[src/hw/rtl/lqbc_pkg.sv]
package lqbc_pkg;

    // Field widths of the item formats
    localparam int QUAL_W     = 8;
    localparam int COUNT_W    = 7;
    localparam int COUNT_MAX  = (1 << COUNT_W) - 1;
    localparam int LIMIT_W    = 8;

    // Default full scale and window
    localparam int QUALITY_MAX_DEF = 255;
    localparam int WINDOW_SIZE_DEF = 64;

    // Quotient bits resolved per divider stage
    localparam int DIV_STEPS = 2;

    // Configuration port
    localparam int CFG_IDX_W  = 2;
    localparam int CFG_DATA_W = 8;

    localparam logic [CFG_IDX_W-1:0] REG_SEND_MINIMUM = 2'd0;
    localparam logic [CFG_IDX_W-1:0] REG_RECV_MINIMUM = 2'd1;
    localparam logic [CFG_IDX_W-1:0] REG_TOTAL_LIMIT  = 2'd2;

    localparam logic [COUNT_W-1:0] SEND_MINIMUM_RESET = 7'd1;
    localparam logic [COUNT_W-1:0] RECV_MINIMUM_RESET = 7'd1;
    localparam logic [LIMIT_W-1:0] TOTAL_LIMIT_RESET  = 8'd1;

    typedef struct packed {
        logic [QUAL_W-1:0]  packet_quality;
        logic [COUNT_W-1:0] echo_count;
        logic [COUNT_W-1:0] received_count;
    } in_item_t;

    typedef struct packed {
        logic [QUAL_W-1:0] local_quality;
        logic [QUAL_W-1:0] asym_penalty;
        logic [QUAL_W-1:0] combined_quality;
        logic              bidir_ok;
    } out_item_t;

endpackage

[src/hw/rtl/lqbc_stream_if.sv]
interface lqbc_stream_if #(
    parameter type payload_t = logic
) ();
    logic     valid;
    logic     ready;
    payload_t data;

    modport source (output valid, output data, input ready);
    modport sink   (input valid, input data, output ready);
endinterface

[src/hw/rtl/link_quality_bidirectional_check.sv]
// Channel    Dir  Modport  Payload
// announce   in   sink     packet_quality, echo_count, received_count
// verdict    out  source   local_quality, asym_penalty, combined_quality,
//                          bidir_ok
// cfg        in   -        cfg_we, cfg_index, cfg_data (write only)
//
// One item per cycle while verdict.ready is high. Stages in order: front,
// local-quality divider, scale, combined-quality divider, output register;
// both dividers pipelined and restoring, two quotient bits per stage.
// Reset clears all stage valid bits and sets the three registers to 1.
// Every stage holds its item while the next one cannot take it; bubbles close up,
// so announce.ready stays high whenever verdict.ready is high.
module link_quality_bidirectional_check #(
    parameter int QUALITY_MAX = lqbc_pkg::QUALITY_MAX_DEF,
    parameter int WINDOW_SIZE = lqbc_pkg::WINDOW_SIZE_DEF
) (
    input  logic                            clk,
    input  logic                            rst_n,
    input  logic                            cfg_we,
    input  logic [lqbc_pkg::CFG_IDX_W-1:0]  cfg_index,
    input  logic [lqbc_pkg::CFG_DATA_W-1:0] cfg_data,
    lqbc_stream_if.sink                     announce,
    lqbc_stream_if.source                   verdict
);

    localparam int QW  = $clog2(QUALITY_MAX + 1);
    localparam int CW  = lqbc_pkg::COUNT_W;
    localparam int BW  = lqbc_pkg::QUAL_W;
    localparam int NW1 = QW + CW;
    localparam int SW1 = BW + 1 + QW;
    localparam int NW2 = BW + 2 * QW;
    localparam int DW2 = 2 * QW;
    localparam int XW  = (QW > BW) ? QW : BW;
    localparam logic [DW2-1:0] QMAX_SQ = DW2'(QUALITY_MAX * QUALITY_MAX);

    function automatic logic [BW-1:0] clip8(input logic [QW-1:0] v);
        logic [XW-1:0] ext;
        ext = XW'(v);
        return (ext > XW'(255)) ? '1 : ext[BW-1:0];
    endfunction

    // Configuration registers
    logic [CW-1:0]                   send_min_reg;
    logic [CW-1:0]                   recv_min_reg;
    logic [lqbc_pkg::LIMIT_W-1:0]    limit_reg;

    always_ff @(posedge clk or negedge rst_n)
    begin
        if (!rst_n)
        begin
            send_min_reg <= lqbc_pkg::SEND_MINIMUM_RESET;
            recv_min_reg <= lqbc_pkg::RECV_MINIMUM_RESET;
            limit_reg    <= lqbc_pkg::TOTAL_LIMIT_RESET;
        end
        else if (cfg_we)
        begin
            case (cfg_index)
                lqbc_pkg::REG_SEND_MINIMUM: send_min_reg <= cfg_data[CW-1:0];
                lqbc_pkg::REG_RECV_MINIMUM: recv_min_reg <= cfg_data[CW-1:0];
                lqbc_pkg::REG_TOTAL_LIMIT:  limit_reg    <= cfg_data;
                default: ;
            endcase
        end
    end

    // Front: clipping, gating, penalty table, QUALITY_MAX times used count
    logic           f_valid;
    logic           f_ready;
    logic [BW-1:0]  f_pq;
    logic [CW-1:0]  f_recv;
    logic [NW1-1:0] f_num;
    logic           f_zero;
    logic [QW-1:0]  f_pen;

    lqbc_front #(
        .QUALITY_MAX (QUALITY_MAX),
        .WINDOW_SIZE (WINDOW_SIZE),
        .QW          (QW)
    ) u_front (
        .clk            (clk),
        .rst_n          (rst_n),
        .in_valid       (announce.valid),
        .in_ready       (announce.ready),
        .packet_quality (announce.data.packet_quality),
        .echo_count     (announce.data.echo_count),
        .received_count (announce.data.received_count),
        .send_minimum   (send_min_reg),
        .recv_minimum   (recv_min_reg),
        .out_valid      (f_valid),
        .out_ready      (f_ready),
        .out_quality    (f_pq),
        .out_recv       (f_recv),
        .out_num        (f_num),
        .out_zero       (f_zero),
        .out_pen        (f_pen)
    );

    // Local quality: QUALITY_MAX * used / received
    logic           d1_valid;
    logic           d1_ready;
    logic [QW-1:0]  d1_quot;
    logic [SW1-1:0] d1_side;

    lqbc_div_pipe #(
        .NW (NW1),
        .DW (CW),
        .QW (QW),
        .SW (SW1)
    ) u_div_local (
        .clk       (clk),
        .rst_n     (rst_n),
        .in_valid  (f_valid),
        .in_ready  (f_ready),
        .dividend  (f_num),
        .divisor   (f_recv),
        .in_side   ({f_pq, f_zero, f_pen}),
        .out_valid (d1_valid),
        .out_ready (d1_ready),
        .quotient  (d1_quot),
        .out_side  (d1_side)
    );

    // Products for the combined quality
    logic           s_valid;
    logic           s_ready;
    logic [QW-1:0]  s_local;
    logic [QW-1:0]  s_pen;
    logic [NW2-1:0] s_prod;

    lqbc_scale #(
        .QUALITY_MAX (QUALITY_MAX),
        .QW          (QW)
    ) u_scale (
        .clk            (clk),
        .rst_n          (rst_n),
        .in_valid       (d1_valid),
        .in_ready       (d1_ready),
        .packet_quality (d1_side[SW1-1 -: BW]),
        .quot           (d1_quot),
        .zero           (d1_side[QW]),
        .pen            (d1_side[QW-1:0]),
        .out_valid      (s_valid),
        .out_ready      (s_ready),
        .out_local      (s_local),
        .out_pen        (s_pen),
        .out_prod       (s_prod)
    );

    // Combined quality: product over QUALITY_MAX squared, never above 255
    logic           d2_valid;
    logic           d2_ready;
    logic [BW-1:0]  d2_quot;
    logic [DW2-1:0] d2_side;

    lqbc_div_pipe #(
        .NW (NW2),
        .DW (DW2),
        .QW (BW),
        .SW (DW2)
    ) u_div_comb (
        .clk       (clk),
        .rst_n     (rst_n),
        .in_valid  (s_valid),
        .in_ready  (s_ready),
        .dividend  (s_prod),
        .divisor   (QMAX_SQ),
        .in_side   ({s_local, s_pen}),
        .out_valid (d2_valid),
        .out_ready (d2_ready),
        .quotient  (d2_quot),
        .out_side  (d2_side)
    );

    // Output register
    logic                o_v_reg;
    lqbc_pkg::out_item_t o_item_reg;
    lqbc_pkg::out_item_t o_item_next;

    assign d2_ready = !o_v_reg || verdict.ready;

    always_comb
    begin
        o_item_next.local_quality    = clip8(d2_side[DW2-1:QW]);
        o_item_next.asym_penalty     = clip8(d2_side[QW-1:0]);
        o_item_next.combined_quality = d2_quot;
        o_item_next.bidir_ok         = (d2_quot >= limit_reg);
    end

    always_ff @(posedge clk or negedge rst_n)
    begin
        if (!rst_n)
            o_v_reg <= 1'b0;
        else if (d2_ready)
            o_v_reg <= d2_valid;
    end

    always_ff @(posedge clk)
    begin
        if (d2_ready && d2_valid)
            o_item_reg <= o_item_next;
    end

    assign verdict.valid = o_v_reg;
    assign verdict.data  = o_item_reg;

endmodule

[src/hw/rtl/lqbc_div_pipe.sv]
module lqbc_div_pipe #(
    parameter int NW    = 16,
    parameter int DW    = 8,
    parameter int QW    = 8,
    parameter int SW    = 1,
    parameter int STEPS = lqbc_pkg::DIV_STEPS
) (
    input  logic          clk,
    input  logic          rst_n,
    input  logic          in_valid,
    output logic          in_ready,
    input  logic [NW-1:0] dividend,
    input  logic [DW-1:0] divisor,
    input  logic [SW-1:0] in_side,
    output logic          out_valid,
    input  logic          out_ready,
    output logic [QW-1:0] quotient,
    output logic [SW-1:0] out_side
);

    localparam int NS = (QW + STEPS - 1) / STEPS;

    // Caller guarantees dividend >> QW is below the divisor, so the
    // quotient fits in QW bits and the remainder starts from the top part.
    logic          v_reg    [NS];
    logic [DW-1:0] rem_reg  [NS];
    logic [QW-1:0] lo_reg   [NS];
    logic [DW-1:0] d_reg    [NS];
    logic [SW-1:0] side_reg [NS];
    logic          rdy      [NS+1];

    assign rdy[NS]   = out_ready;
    assign in_ready  = rdy[0];
    assign out_valid = v_reg[NS-1];
    assign quotient  = lo_reg[NS-1];
    assign out_side  = side_reg[NS-1];

    generate
        for (genvar s = 0; s < NS; s++) begin : g_stage
            logic          v_src;
            logic [DW-1:0] rem_src;
            logic [QW-1:0] lo_src;
            logic [DW-1:0] d_src;
            logic [SW-1:0] side_src;
            logic [DW-1:0] rem_next;
            logic [QW-1:0] lo_next;
            logic [DW:0]   t;
            logic          qb;

            if (s == 0) begin : g_first
                assign v_src    = in_valid;
                assign rem_src  = DW'(dividend >> QW);
                assign lo_src   = dividend[QW-1:0];
                assign d_src    = divisor;
                assign side_src = in_side;
            end
            else begin : g_next
                assign v_src    = v_reg[s-1];
                assign rem_src  = rem_reg[s-1];
                assign lo_src   = lo_reg[s-1];
                assign d_src    = d_reg[s-1];
                assign side_src = side_reg[s-1];
            end

            assign rdy[s] = !v_reg[s] || rdy[s+1];

            // Restoring steps: dividend bits leave lo at the top, quotient
            // bits enter at the bottom.
            always_comb
            begin
                rem_next = rem_src;
                lo_next  = lo_src;
                t        = '0;
                qb       = 1'b0;
                for (int k = 0; k < STEPS; k++)
                begin
                    if (s * STEPS + k < QW)
                    begin
                        t = {rem_next, lo_next[QW-1]};
                        if (t >= {1'b0, d_src})
                        begin
                            rem_next = DW'(t - {1'b0, d_src});
                            qb       = 1'b1;
                        end
                        else
                        begin
                            rem_next = DW'(t);
                            qb       = 1'b0;
                        end
                        lo_next = (lo_next << 1) | QW'(qb);
                    end
                end
            end

            always_ff @(posedge clk or negedge rst_n)
            begin
                if (!rst_n)
                    v_reg[s] <= 1'b0;
                else if (rdy[s])
                    v_reg[s] <= v_src;
            end

            always_ff @(posedge clk)
            begin
                if (rdy[s] && v_src)
                begin
                    rem_reg[s]  <= rem_next;
                    lo_reg[s]   <= lo_next;
                    d_reg[s]    <= d_src;
                    side_reg[s] <= side_src;
                end
            end
        end
    endgenerate

endmodule

[src/hw/rtl/lqbc_front.sv]
module lqbc_front #(
    parameter int QUALITY_MAX = lqbc_pkg::QUALITY_MAX_DEF,
    parameter int WINDOW_SIZE = lqbc_pkg::WINDOW_SIZE_DEF,
    parameter int QW          = $clog2(QUALITY_MAX + 1)
) (
    input  logic                         clk,
    input  logic                         rst_n,
    input  logic                         in_valid,
    output logic                         in_ready,
    input  logic [lqbc_pkg::QUAL_W-1:0]  packet_quality,
    input  logic [lqbc_pkg::COUNT_W-1:0] echo_count,
    input  logic [lqbc_pkg::COUNT_W-1:0] received_count,
    input  logic [lqbc_pkg::COUNT_W-1:0] send_minimum,
    input  logic [lqbc_pkg::COUNT_W-1:0] recv_minimum,
    output logic                         out_valid,
    input  logic                         out_ready,
    output logic [lqbc_pkg::QUAL_W-1:0]  out_quality,
    output logic [lqbc_pkg::COUNT_W-1:0] out_recv,
    output logic [QW+lqbc_pkg::COUNT_W-1:0] out_num,
    output logic                         out_zero,
    output logic [QW-1:0]                out_pen
);

    localparam int CW    = lqbc_pkg::COUNT_W;
    localparam int NW    = QW + CW;
    localparam int WCLIP = (WINDOW_SIZE > lqbc_pkg::COUNT_MAX) ?
                           lqbc_pkg::COUNT_MAX : WINDOW_SIZE;
    localparam logic [CW-1:0] WIN_C = CW'(WCLIP);

    // Penalty by raw received count; clipping to the window is folded in
    logic [QW-1:0] pen_lut [lqbc_pkg::COUNT_MAX+1];

    generate
        for (genvar g = 0; g <= lqbc_pkg::COUNT_MAX; g++) begin : g_pen
            localparam longint unsigned GR  = (g > WINDOW_SIZE) ? WINDOW_SIZE : g;
            localparam longint unsigned GAP = WINDOW_SIZE - GR;
            localparam longint unsigned PV  = QUALITY_MAX -
                (QUALITY_MAX * GAP * GAP) / (WINDOW_SIZE * WINDOW_SIZE);
            assign pen_lut[g] = QW'(PV);
        end
    endgenerate

    logic                a_v_reg;
    logic [7:0]          a_pq_reg;
    logic [CW-1:0]       a_used_reg;
    logic [CW-1:0]       a_recv_reg;
    logic                a_zero_reg;
    logic [QW-1:0]       a_pen_reg;

    logic                b_v_reg;
    logic [7:0]          b_pq_reg;
    logic [CW-1:0]       b_recv_reg;
    logic [NW-1:0]       b_num_reg;
    logic                b_zero_reg;
    logic [QW-1:0]       b_pen_reg;

    logic [CW-1:0]       echo_c;
    logic [CW-1:0]       recv_c;
    logic [CW-1:0]       used;
    logic                a_zero_next;
    logic [NW-1:0]       b_num_next;
    logic                rdy_a;
    logic                rdy_b;

    assign rdy_b    = !b_v_reg || out_ready;
    assign rdy_a    = !a_v_reg || rdy_b;
    assign in_ready = rdy_a;

    always_comb
    begin
        echo_c      = (echo_count > WIN_C) ? WIN_C : echo_count;
        recv_c      = (received_count > WIN_C) ? WIN_C : received_count;
        used        = (echo_c > recv_c) ? recv_c : echo_c;
        a_zero_next = (recv_c == '0) || (used < send_minimum) || (recv_c < recv_minimum);
    end

    assign b_num_next = NW'(QUALITY_MAX) * NW'(a_used_reg);

    always_ff @(posedge clk or negedge rst_n)
    begin
        if (!rst_n)
        begin
            a_v_reg <= 1'b0;
            b_v_reg <= 1'b0;
        end
        else
        begin
            if (rdy_a)
                a_v_reg <= in_valid;
            if (rdy_b)
                b_v_reg <= a_v_reg;
        end
    end

    always_ff @(posedge clk)
    begin
        if (rdy_a && in_valid)
        begin
            a_pq_reg   <= packet_quality;
            a_used_reg <= used;
            a_recv_reg <= recv_c;
            a_zero_reg <= a_zero_next;
            a_pen_reg  <= pen_lut[received_count];
        end
        if (rdy_b && a_v_reg)
        begin
            b_pq_reg   <= a_pq_reg;
            b_recv_reg <= a_recv_reg;
            b_num_reg  <= b_num_next;
            b_zero_reg <= a_zero_reg;
            b_pen_reg  <= a_pen_reg;
        end
    end

    assign out_valid   = b_v_reg;
    assign out_quality = b_pq_reg;
    assign out_recv    = b_recv_reg;
    assign out_num     = b_num_reg;
    assign out_zero    = b_zero_reg;
    assign out_pen     = b_pen_reg;

endmodule

[src/hw/rtl/lqbc_scale.sv]
module lqbc_scale #(
    parameter int QUALITY_MAX = lqbc_pkg::QUALITY_MAX_DEF,
    parameter int QW          = $clog2(QUALITY_MAX + 1)
) (
    input  logic                              clk,
    input  logic                              rst_n,
    input  logic                              in_valid,
    output logic                              in_ready,
    input  logic [lqbc_pkg::QUAL_W-1:0]       packet_quality,
    input  logic [QW-1:0]                     quot,
    input  logic                              zero,
    input  logic [QW-1:0]                     pen,
    output logic                              out_valid,
    input  logic                              out_ready,
    output logic [QW-1:0]                     out_local,
    output logic [QW-1:0]                     out_pen,
    output logic [lqbc_pkg::QUAL_W+2*QW-1:0]  out_prod
);

    localparam int PW1 = lqbc_pkg::QUAL_W + QW;
    localparam int PW2 = lqbc_pkg::QUAL_W + 2 * QW;

    logic           a_v_reg;
    logic [QW-1:0]  a_loc_reg;
    logic [QW-1:0]  a_pen_reg;
    logic [PW1-1:0] a_prod_reg;

    logic           b_v_reg;
    logic [QW-1:0]  b_loc_reg;
    logic [QW-1:0]  b_pen_reg;
    logic [PW2-1:0] b_prod_reg;

    logic [QW-1:0]  a_loc_next;
    logic [PW1-1:0] a_prod_next;
    logic [PW2-1:0] b_prod_next;
    logic           rdy_a;
    logic           rdy_b;

    assign rdy_b    = !b_v_reg || out_ready;
    assign rdy_a    = !a_v_reg || rdy_b;
    assign in_ready = rdy_a;

    // Gated local quality (too little data or nothing received)
    assign a_loc_next  = zero ? '0 : quot;
    assign a_prod_next = PW1'(packet_quality) * PW1'(a_loc_next);
    assign b_prod_next = PW2'(a_prod_reg) * PW2'(a_pen_reg);

    always_ff @(posedge clk or negedge rst_n)
    begin
        if (!rst_n)
        begin
            a_v_reg <= 1'b0;
            b_v_reg <= 1'b0;
        end
        else
        begin
            if (rdy_a)
                a_v_reg <= in_valid;
            if (rdy_b)
                b_v_reg <= a_v_reg;
        end
    end

    always_ff @(posedge clk)
    begin
        if (rdy_a && in_valid)
        begin
            a_loc_reg  <= a_loc_next;
            a_pen_reg  <= pen;
            a_prod_reg <= a_prod_next;
        end
        if (rdy_b && a_v_reg)
        begin
            b_loc_reg  <= a_loc_reg;
            b_pen_reg  <= a_pen_reg;
            b_prod_reg <= b_prod_next;
        end
    end

    assign out_valid = b_v_reg;
    assign out_local = b_loc_reg;
    assign out_pen   = b_pen_reg;
    assign out_prod  = b_prod_reg;

endmodule

[src/flat_wrapper.sv]
// flat-port wrapper written by rule: the top's interface ports become plain ports
module link_quality_bidirectional_check_flat 
#(
    parameter int QUALITY_MAX = lqbc_pkg::QUALITY_MAX_DEF,
    parameter int WINDOW_SIZE = lqbc_pkg::WINDOW_SIZE_DEF
)
  (clk, rst_n, cfg_we, cfg_index, cfg_data, announce_valid, announce_data, announce_ready, verdict_valid, verdict_data, verdict_ready);
  lqbc_stream_if #(.payload_t(lqbc_pkg::in_item_t)) announce_i ();
  lqbc_stream_if #(.payload_t(lqbc_pkg::out_item_t)) verdict_i ();
  input  logic clk;
  input  logic rst_n;
  input  logic cfg_we;
  input  logic [lqbc_pkg::CFG_IDX_W-1:0] cfg_index;
  input  logic [lqbc_pkg::CFG_DATA_W-1:0] cfg_data;
  input wire logic [$bits(announce_i.valid)-1:0] announce_valid;
  input wire logic [$bits(announce_i.data)-1:0] announce_data;
  output wire logic [$bits(announce_i.ready)-1:0] announce_ready;
  output wire logic [$bits(verdict_i.valid)-1:0] verdict_valid;
  output wire logic [$bits(verdict_i.data)-1:0] verdict_data;
  input wire logic [$bits(verdict_i.ready)-1:0] verdict_ready;
  assign announce_i.valid = announce_valid;
  assign announce_i.data = announce_data;
  assign announce_ready = announce_i.ready;
  assign verdict_valid = verdict_i.valid;
  assign verdict_data = verdict_i.data;
  assign verdict_i.ready = verdict_ready;
  link_quality_bidirectional_check #(.QUALITY_MAX(QUALITY_MAX), .WINDOW_SIZE(WINDOW_SIZE)) u_core (.clk(clk), .rst_n(rst_n), .cfg_we(cfg_we), .cfg_index(cfg_index), .cfg_data(cfg_data), .announce(announce_i), .verdict(verdict_i));
endmodule
[config.mk]
export PLATFORM = sky130hd
export DESIGN_NAME = link_quality_bidirectional_check_flat
export DESIGN_NICKNAME = d
export VERILOG_FILES = /design/src/hw/rtl/lqbc_pkg.sv /design/src/hw/rtl/lqbc_stream_if.sv /design/src/hw/rtl/link_quality_bidirectional_check.sv /design/src/hw/rtl/lqbc_div_pipe.sv /design/src/hw/rtl/lqbc_front.sv /design/src/hw/rtl/lqbc_scale.sv /design/src/flat_wrapper.sv
export SDC_FILE = /design/constraint.sdc
export NUM_CORES = 1
export LEC_CHECK = 0
export BUFFER_PORTS_ARGS = -buffer_cell sky130_fd_sc_hd__clkbuf_2
export CAP_MARGIN = 20
export CORE_UTILIZATION = 58
export DETAILED_ROUTE_END_ITERATION = 10
export GPL_ROUTABILITY_DRIVEN = 0
export GPL_TIMING_DRIVEN = 0
export PLACE_DENSITY_LB_ADDON = 0.2
export SETUP_SLACK_MARGIN = 0.4
export SKIP_CTS_REPAIR_TIMING = 1
export SLEW_MARGIN = 20
export SYNTH_ARGS = -nofsm -noshare
export SYNTH_HDL_FRONTEND = slang
export SYNTH_SLANG_ARGS = --single-unit
export TNS_END_PERCENT = 50
[constraint.sdc]
create_clock -name clk -period 4.8 [get_ports clk]
set_clock_uncertainty 0.05 [all_clocks]
set_input_delay 0.24 -clock clk [delete_from_list [all_inputs] [get_ports clk]]
set_output_delay 0.24 -clock clk [all_outputs]
set_load 0.02 [all_outputs]
# Yosys cells after proc, flatten, opt, wreduce, memory -nomap -nowiden
# Memory sizes are Yosys's and may differ from the RTL's. A register that Yosys moved wholly into a read port is not among the register bits.
# Cells that the tools add are included.
# op_classes
eq_ne	2
bitwise	17
n_addsub	16
n_mux	52
reduce_logical	46
magnitude_cmp	24
n_mul	3
n_shift	0
div	0
# op_table
cell	count
16-bit 2-to-1 mux	8
8-bit by 1-bit bitwise OR with 8-bit output	16
17-bit by 16-bit >= comparator with 1-bit output	6
16-bit subtractor	6
7-bit 2-to-1 mux	11
8-bit by 7-bit >= comparator with 1-bit output	8
7-bit subtractor	8
17-bit by 16-bit >= comparator with 1-bit output (second input constant)	2
1-bit 2-to-1 mux	32
16-bit subtractor (second input constant)	2
16-bit by 8-bit multiplier with 24-bit output	1
8-bit greater-than comparator (second input constant)	2
8-bit by 8-bit multiplier with 16-bit output	1
1-bit logical OR	15
8-bit by 7-bit multiplier with 15-bit output (first input constant)	1
7-bit greater-than comparator (second input constant)	2
7-bit < comparator	2
1-bit logical AND	13
1-bit logical NOT	13
8-bit >= comparator	1
8-bit 2-to-1 mux	1
7-bit NOT with 8-bit output	1
7-bit greater-than comparator	1
7-bit logical NOT	1
4 further kinds	6
# totals
ff_bits	194
wordCells	204
output_inout_bits	27
romBits	1024
n_memories	9
latchBits	0
ramBits	380
in_bits	37
# mem_list
name	depth	word_bits	read_ports	rd_ports_with_merged_regs	write_ports	line	text
(no name shown)	128	8	1	1	0	lqbc_front.sv:103	a_pen_reg <= pen_lut[received_count];
u_core.u_div_local.side_reg	4	17	4	0	4	lqbc_div_pipe.sv:29	logic [SW-1:0] side_reg [NS];
u_core.u_div_comb.d_reg	4	16	3	0	4	lqbc_div_pipe.sv:28	logic [DW-1:0] d_reg [NS];
u_core.u_div_comb.rem_reg	4	16	3	0	4	lqbc_div_pipe.sv:26	logic [DW-1:0] rem_reg [NS];
u_core.u_div_comb.side_reg	4	16	4	0	4	lqbc_div_pipe.sv:29	
u_core.u_div_comb.lo_reg	4	8	4	0	4	lqbc_div_pipe.sv:27	logic [QW-1:0] lo_reg [NS];
+3 memories	n/a	n/a	n/a	n/a	n/a	n/a	

# Longest topological paths before layout
# logic_depth
ltp_word	15
mapped_depth	25
mapped_depth_nobuf	23

# Hierarchy
# A second synthesis with hierarchy kept.
# unflattened
hier_cells	3089
area_unflattened_um2	35695.5
# by_module_without_submodules
mod	n_inst	area_each_um2	seq_area_each_um2	cells_each
lqbc_div_pipe at u_core.u_div_comb	1	13133.8	5865.6	1181
lqbc_scale	1	8568.2	2212.1	833
lqbc_div_pipe at u_core.u_div_local	1	7255.7	4364.2	548
lqbc_front	1	4902.2	2152.1	424
link_quality_bidirectional_check	1	1835.5	1330.0	103

# Worst setup path after synthesis
# Ideal clock, no wire load.
# synth_timing
path_kind	register to register
start	register u_core.u_scale.a_pen_reg[7]
end	register u_core.u_scale.b_prod_reg[23], in the netlist u_core.u_scale.out_prod[23] (data pin)
t_arrival_ns	4.728
n_path_buf	1
slack_ns	-0.237
setup_ns	0.260
synth_period_minus_slack_ns	5.037
path_stages_with_launch	18
t_required_ns	4.490
cell_sequence	edfxtp_1 clkbuf_1 nand2_1 fa_1 fa_1 fa_1 fa_1 inv_1 ha_1 a21o_1 a21oi_1 o21ai_0 a21oi_1 a21boi_0 o41ai_1 o21bai_1 a21oi_1 xnor2_1
# synth_via
elab_chain_len	1
# synth_lines
element	line	text
from (decl)	lqbc_scale.sv:25	logic [QW-1:0] a_pen_reg;
from (signal assigned)	lqbc_scale.sv:69	a_pen_reg <= pen;
16-bit by 8-bit multiplier with 24-bit output	lqbc_scale.sv:46	assign b_prod_next = PW2'(a_prod_reg) * PW2'(a_pen_reg);
via u_core.u_scale.b_prod_next[23]	lqbc_scale.sv:35	logic [PW2-1:0] b_prod_next;
to (signal assigned)	lqbc_scale.sv:76	b_prod_reg <= b_prod_next;
to (decl)	lqbc_scale.sv:31	logic [PW2-1:0] b_prod_reg;
# The timed path passes the listed nets, and every way through them passes these cells.
# A chain may end at the register's enable or synchronous reset.

# Worst setup path in the final report
# layout_timing
start	register u_core.u_scale.a_prod_reg[8]
end	register u_core.u_scale.b_prod_reg[23], in the netlist u_core.u_scale.out_prod[23] (data pin)
# layout_via
elab_chain_len	1
# layout_lines
element	line	text
from (decl)	lqbc_scale.sv:26	logic [PW1-1:0] a_prod_reg;
from (signal assigned)	lqbc_scale.sv:70	a_prod_reg <= a_prod_next;
16-bit by 8-bit multiplier with 24-bit output	lqbc_scale.sv:46	
via u_core.u_scale.b_prod_next[23]	lqbc_scale.sv:35	
# The timed path passes the listed nets, and every way through them passes these cells.

==> flow_summary.html <==
<table>
<tr><th>Metric</th><th>Value</th></tr>
<tr><th colspan="2">Floorplanning</th></tr>
<tr><td>Vertical extent of the die</td><td>227 um</td></tr>
<tr><td>Die footprint</td><td>51700 um^2</td></tr>
<tr><td>Floorplan core area</td><td>50200 um^2</td></tr>
<tr><td>Chip width</td><td>227 um</td></tr>
<tr><td>Number of placement rows</td><td>82</td></tr>
<tr><td>Count of boundary I/O pins</td><td>64</td></tr>
<tr><td>Initial Util</td><td>0.587</td></tr>
<tr><th colspan="2">Synth</th></tr>
<tr><td>Yosys top cell by area</td><td>sky130_fd_sc_hd__edfxtp_1</td></tr>
<tr><td>Number of enable-type register cells in the synthesized netlist</td><td>453</td></tr>
<tr><td>Register area share after synthesis</td><td>0.491</td></tr>
<tr><td>Combined area of all synthesized cells</td><td>29500 um^2</td></tr>
<tr><td>Ranking of synthesized cells by area</td><td>sky130_fd_sc_hd__edfxtp_1, sky130_fd_sc_hd__fa_1, sky130_fd_sc_hd__ha_1</td></tr>
<tr><td>Average cell area after synthesis</td><td>11.9 um^2</td></tr>
<tr><td>Number of synthesized register bits</td><td>488</td></tr>
<tr><td>Nets in the synthesized netlist</td><td>2878</td></tr>
<tr><td>Post-synth cell types</td><td>86</td></tr>
<tr><td>Synth Instances</td><td>2477</td></tr>
<tr><td>Synthesis Warnings</td><td>0</td></tr>
<tr><td>Asr flop ratio synth</td><td>0.0717</td></tr>
<tr><td>Most frequently used flop master after synthesis</td><td>sky130_fd_sc_hd__edfxtp_1</td></tr>
<tr><td>Area share of the leading cell type in the synthesized netlist</td><td>0.462</td></tr>
<tr><th colspan="2">Timing</th></tr>
<tr><td>Hold WS</td><td>-0.0261 ns</td></tr>
<tr><td>Min Tclk post-route</td><td>4.87 ns</td></tr>
<tr><td>Final count of pins violating max slew</td><td>0</td></tr>
<tr><td>Number of setup violations in the final report</td><td>2</td></tr>
<tr><td>Hold Violations, Final</td><td>3</td></tr>
<tr><td>Fin worst setup slack</td><td>-0.0748 ns</td></tr>
<tr><td>Max Fclk</td><td>205 MHz</td></tr>
<tr><td>Transition time at the pin with the least slew margin</td><td>1.06 ns</td></tr>
<tr><td>Headroom to the max-slew limit</td><td>0.293</td></tr>
<tr><td>Final period utilization</td><td>1.02</td></tr>
<tr><td>RSZ-0062 raised after global routing</td><td>true</td></tr>
<tr><th colspan="2">Detailed routing</th></tr>
<tr><td>DRC violations left</td><td>0</td></tr>
<tr><td>Drt via density</td><td>5.59</td></tr>
<tr><td>Initial DRC count</td><td>1085</td></tr>
<tr><td>Detailed Routing Iterations Pass 1</td><td>6</td></tr>
<tr><td>Vias</td><td>19000</td></tr>
<tr><td>Routed len/inst</td><td>17.1 um</td></tr>
<tr><td>Remaining antenna violation count after routing</td><td>0</td></tr>
<tr><td>Total wire length</td><td>58200 um</td></tr>
<tr><th colspan="2">Setup path</th></tr>
<tr><td>Buffers and inverters on the worst path</td><td>3</td></tr>
<tr><td>Required time at the worst-slack endpoint</td><td>5.10 ns</td></tr>
<tr><td>CP peak stage delay</td><td>0.54 ns</td></tr>
<tr><td>Largest fanout on the critical path</td><td>4</td></tr>
<tr><td>Dominant delay contributor by cell family on the critical path</td><td>adder cells</td></tr>
<tr><td>Arrival time of data at the critical path endpoint</td><td>5.18 ns</td></tr>
<tr><td>Type of the worst setup path</td><td>flip-flop to flip-flop</td></tr>
<tr><td>Startpoint kind of the worst setup timing path</td><td>flip-flop</td></tr>
<tr><td>Minimum setup slack among reg-to-reg paths</td><td>-0.07 ns</td></tr>
<tr><td>Cell repeated most along the worst path</td><td>sky130_fd_sc_hd__fa_1</td></tr>
<tr><td>Cell breakdown of the critical path</td><td>buf_4 &gt; and2_4 &gt; fa_1 &gt; inv_1 &gt; fa_1 &gt; fa_1 &gt; fa_1 &gt; inv_2 &gt; ha_4 &gt; a21o_1 &gt; a21oi_4 &gt; o21ai_2 &gt; a21oi_2 &gt; a21boi_2 &gt; o41ai_2 &gt; o21bai_1 &gt; a21oi_1 &gt; xnor2_1</td></tr>
<tr><td>Critical path endpoint category</td><td>flip-flop</td></tr>
<tr><td>Cell at the slowest stage of the critical path</td><td>sky130_fd_sc_hd__fa_1</td></tr>
<tr><th colspan="2">Placed design</th></tr>
<tr><td>Number of buffers inserted by port buffering</td><td>63</td></tr>
<tr><td>Detailed placer's ending HPWL</td><td>42300 um</td></tr>
<tr><th colspan="2">Worst hold path</th></tr>
<tr><td>Worst hold path type</td><td>primary input to flip-flop</td></tr>
<tr><th colspan="2">Finish</th></tr>
<tr><td>Post-route core utilization</td><td>0.684</td></tr>
<tr><td>Area grow syn2layout</td><td>16.5%</td></tr>
<tr><td>Number of antenna repair diodes</td><td>0</td></tr>
<tr><td>Net total in the final layout</td><td>3096</td></tr>
<tr><td>Layout cells sized above 1</td><td>0.178</td></tr>
<tr><td>Most frequent cells in the layout</td><td>sky130_fd_sc_hd__edfxtp_1, sky130_fd_sc_hd__inv_1, sky130_fd_sc_hd__ha_1</td></tr>
<tr><td>Number of flip-flops under the largest register name</td><td>68</td></tr>
<tr><td>Commonest non-fill, non-tap cell in the layout</td><td>sky130_fd_sc_hd__edfxtp_1</td></tr>
<tr><th colspan="2">Clocking</th></tr>
<tr><td>CTS tree</td><td>done</td></tr>
<tr><td>Later-pin clock latency in the skew report</td><td>0.61 ns</td></tr>
<tr><td>Clock root buffer</td><td>sky130_fd_sc_hd__clkbuf_16</td></tr>
<tr><td>Clock slew at the register clock pins of the worst setup and hold paths</td><td>0.06 ns</td></tr>
<tr><td># clock sinks</td><td>488</td></tr>
<tr><td>Largest buffer count on any clock path</td><td>3</td></tr>
<tr><td>Depth of the CTS H-tree</td><td>2</td></tr>
<tr><td>Number of buffers added by the clock tree synthesis step</td><td>50</td></tr>
<tr><th colspan="2">GRT</th></tr>
<tr><td>Remaining global-route overflow</td><td>0</td></tr>
<tr><td>Initial antenna violation count</td><td>1</td></tr>
<tr><td>Vias in the first global route</td><td>18800</td></tr>
<tr><td>Largest net degree at the start of global routing</td><td>36</td></tr>
<tr><td>Global-route wire length before repair</td><td>91900 um</td></tr>
<tr><td>Global-route usage over all layers</td><td>0.223</td></tr>
<tr><th colspan="2">Job</th></tr>
<tr><td>Max-Cap Viols</td><td>0</td></tr>
<tr><th colspan="2">Run status</th></tr>
<tr><td>Run status</td><td>finished, violations left</td></tr>
<tr><td>Violated checks</td><td>negative hold slack, negative setup slack</td></tr>
</table>
per-layer routing:
layer	vias up	global-route usage	wire length [um]
li1	9051	-	-
met1	9357	0.295	25100
met2	525	0.378	28900
met3	103	0.0419	3110
met4	0	0.0598	1160
met5	-	0	0
worst paths after layout:
kind,start,endpoint,cells past startpoint
max reg2reg,u_core.u_scale.a_prod_reg[8],u_core.u_scale.out_prod[23],18
min reg2reg,u_core.u_div_local.lo_reg[2][3],u_core.u_div_local.lo_reg[3][5],0
min in group asynchronous,rst_n,u_core.verdict.valid,2
max in group asynchronous,rst_n,u_core.recv_min_reg[1],2
max,u_core.u_scale.a_prod_reg[8],u_core.u_scale.out_prod[23],18
min,verdict_ready,u_core.u_div_comb.out_valid,4
synth_stat cells (42+ instances only):
cell / instances
sky130_fd_sc_hd__a21oi_1: 89
sky130_fd_sc_hd__and2_1: 160
sky130_fd_sc_hd__clkbuf_1: 51
sky130_fd_sc_hd__edfxtp_1: 453
sky130_fd_sc_hd__fa_1: 146
sky130_fd_sc_hd__ha_1: 218
sky130_fd_sc_hd__inv_1: 315
sky130_fd_sc_hd__nand2_1: 161
sky130_fd_sc_hd__nor2_1: 114
sky130_fd_sc_hd__nor2b_1: 42
sky130_fd_sc_hd__o21ai_0: 96
sky130_fd_sc_hd__xnor2_1: 101
sky130_fd_sc_hd__xor2_1: 54
cell type report:
cell class | count | area [um^2]
plain buffers | 58 | 373
well taps | 672 | 841
inverters | 318 | 1200
fillers | 3417 | 15800
multi-input cells | 1613 | 14400
flip-flops and latches | 488 | 14500
clock buffers | 67 | 1420
repair buffers | 166 | 1330
clock inverters | 26 | 330
per-stage QoR:
stage                     setup TNS (ns)  instances  setup WS, ns  area [um^2]  hold WS (ns)
final                             -0.102       3408       -0.0748        34300       -0.0261
after global routing               -1.41       3408        -0.262        34300        0.0100
after CTS                          -8.08       3315        -0.571        33100        -0.272
after detailed placement           -7.05       3222        -0.540        31300         0.355
after global placement             -2.76       3212        -0.296        31000         0.351
after floorplan                        0       2477         0.147        29900        -0.106
worst reg2reg max path, stage by stage, from the launching register on:
cell	delay [ns]
sky130_fd_sc_hd__edfxtp_1	0.46
sky130_fd_sc_hd__buf_4	0.19
sky130_fd_sc_hd__and2_4	0.14
sky130_fd_sc_hd__fa_1	0.52
sky130_fd_sc_hd__inv_1	0.05
sky130_fd_sc_hd__fa_1	0.50
sky130_fd_sc_hd__fa_1	0.45
sky130_fd_sc_hd__fa_1	0.54
sky130_fd_sc_hd__inv_2	0.05
sky130_fd_sc_hd__ha_4	0.23
sky130_fd_sc_hd__a21o_1	0.20
sky130_fd_sc_hd__a21oi_4	0.18
sky130_fd_sc_hd__o21ai_2	0.09
sky130_fd_sc_hd__a21oi_2	0.21
sky130_fd_sc_hd__a21boi_2	0.09
sky130_fd_sc_hd__o41ai_2	0.30
sky130_fd_sc_hd__o21bai_1	0.10
sky130_fd_sc_hd__a21oi_1	0.18
sky130_fd_sc_hd__xnor2_1	0.10
cells by family after synthesis:
family,after synthesis,synth area share
and+or+nand+nor,692,0.126
DFF,488,0.491
buffers and inverters,376,0.0483
adders and majority gates,364,0.192
AOI/OAI and AO/OA,351,0.0771
xor gates and xnor gates,155,0.0461
muxes,51,0.0196
Power is not shown: default switching activity piles up to over one toggle a cycle in this logic, so the estimate is an artifact.
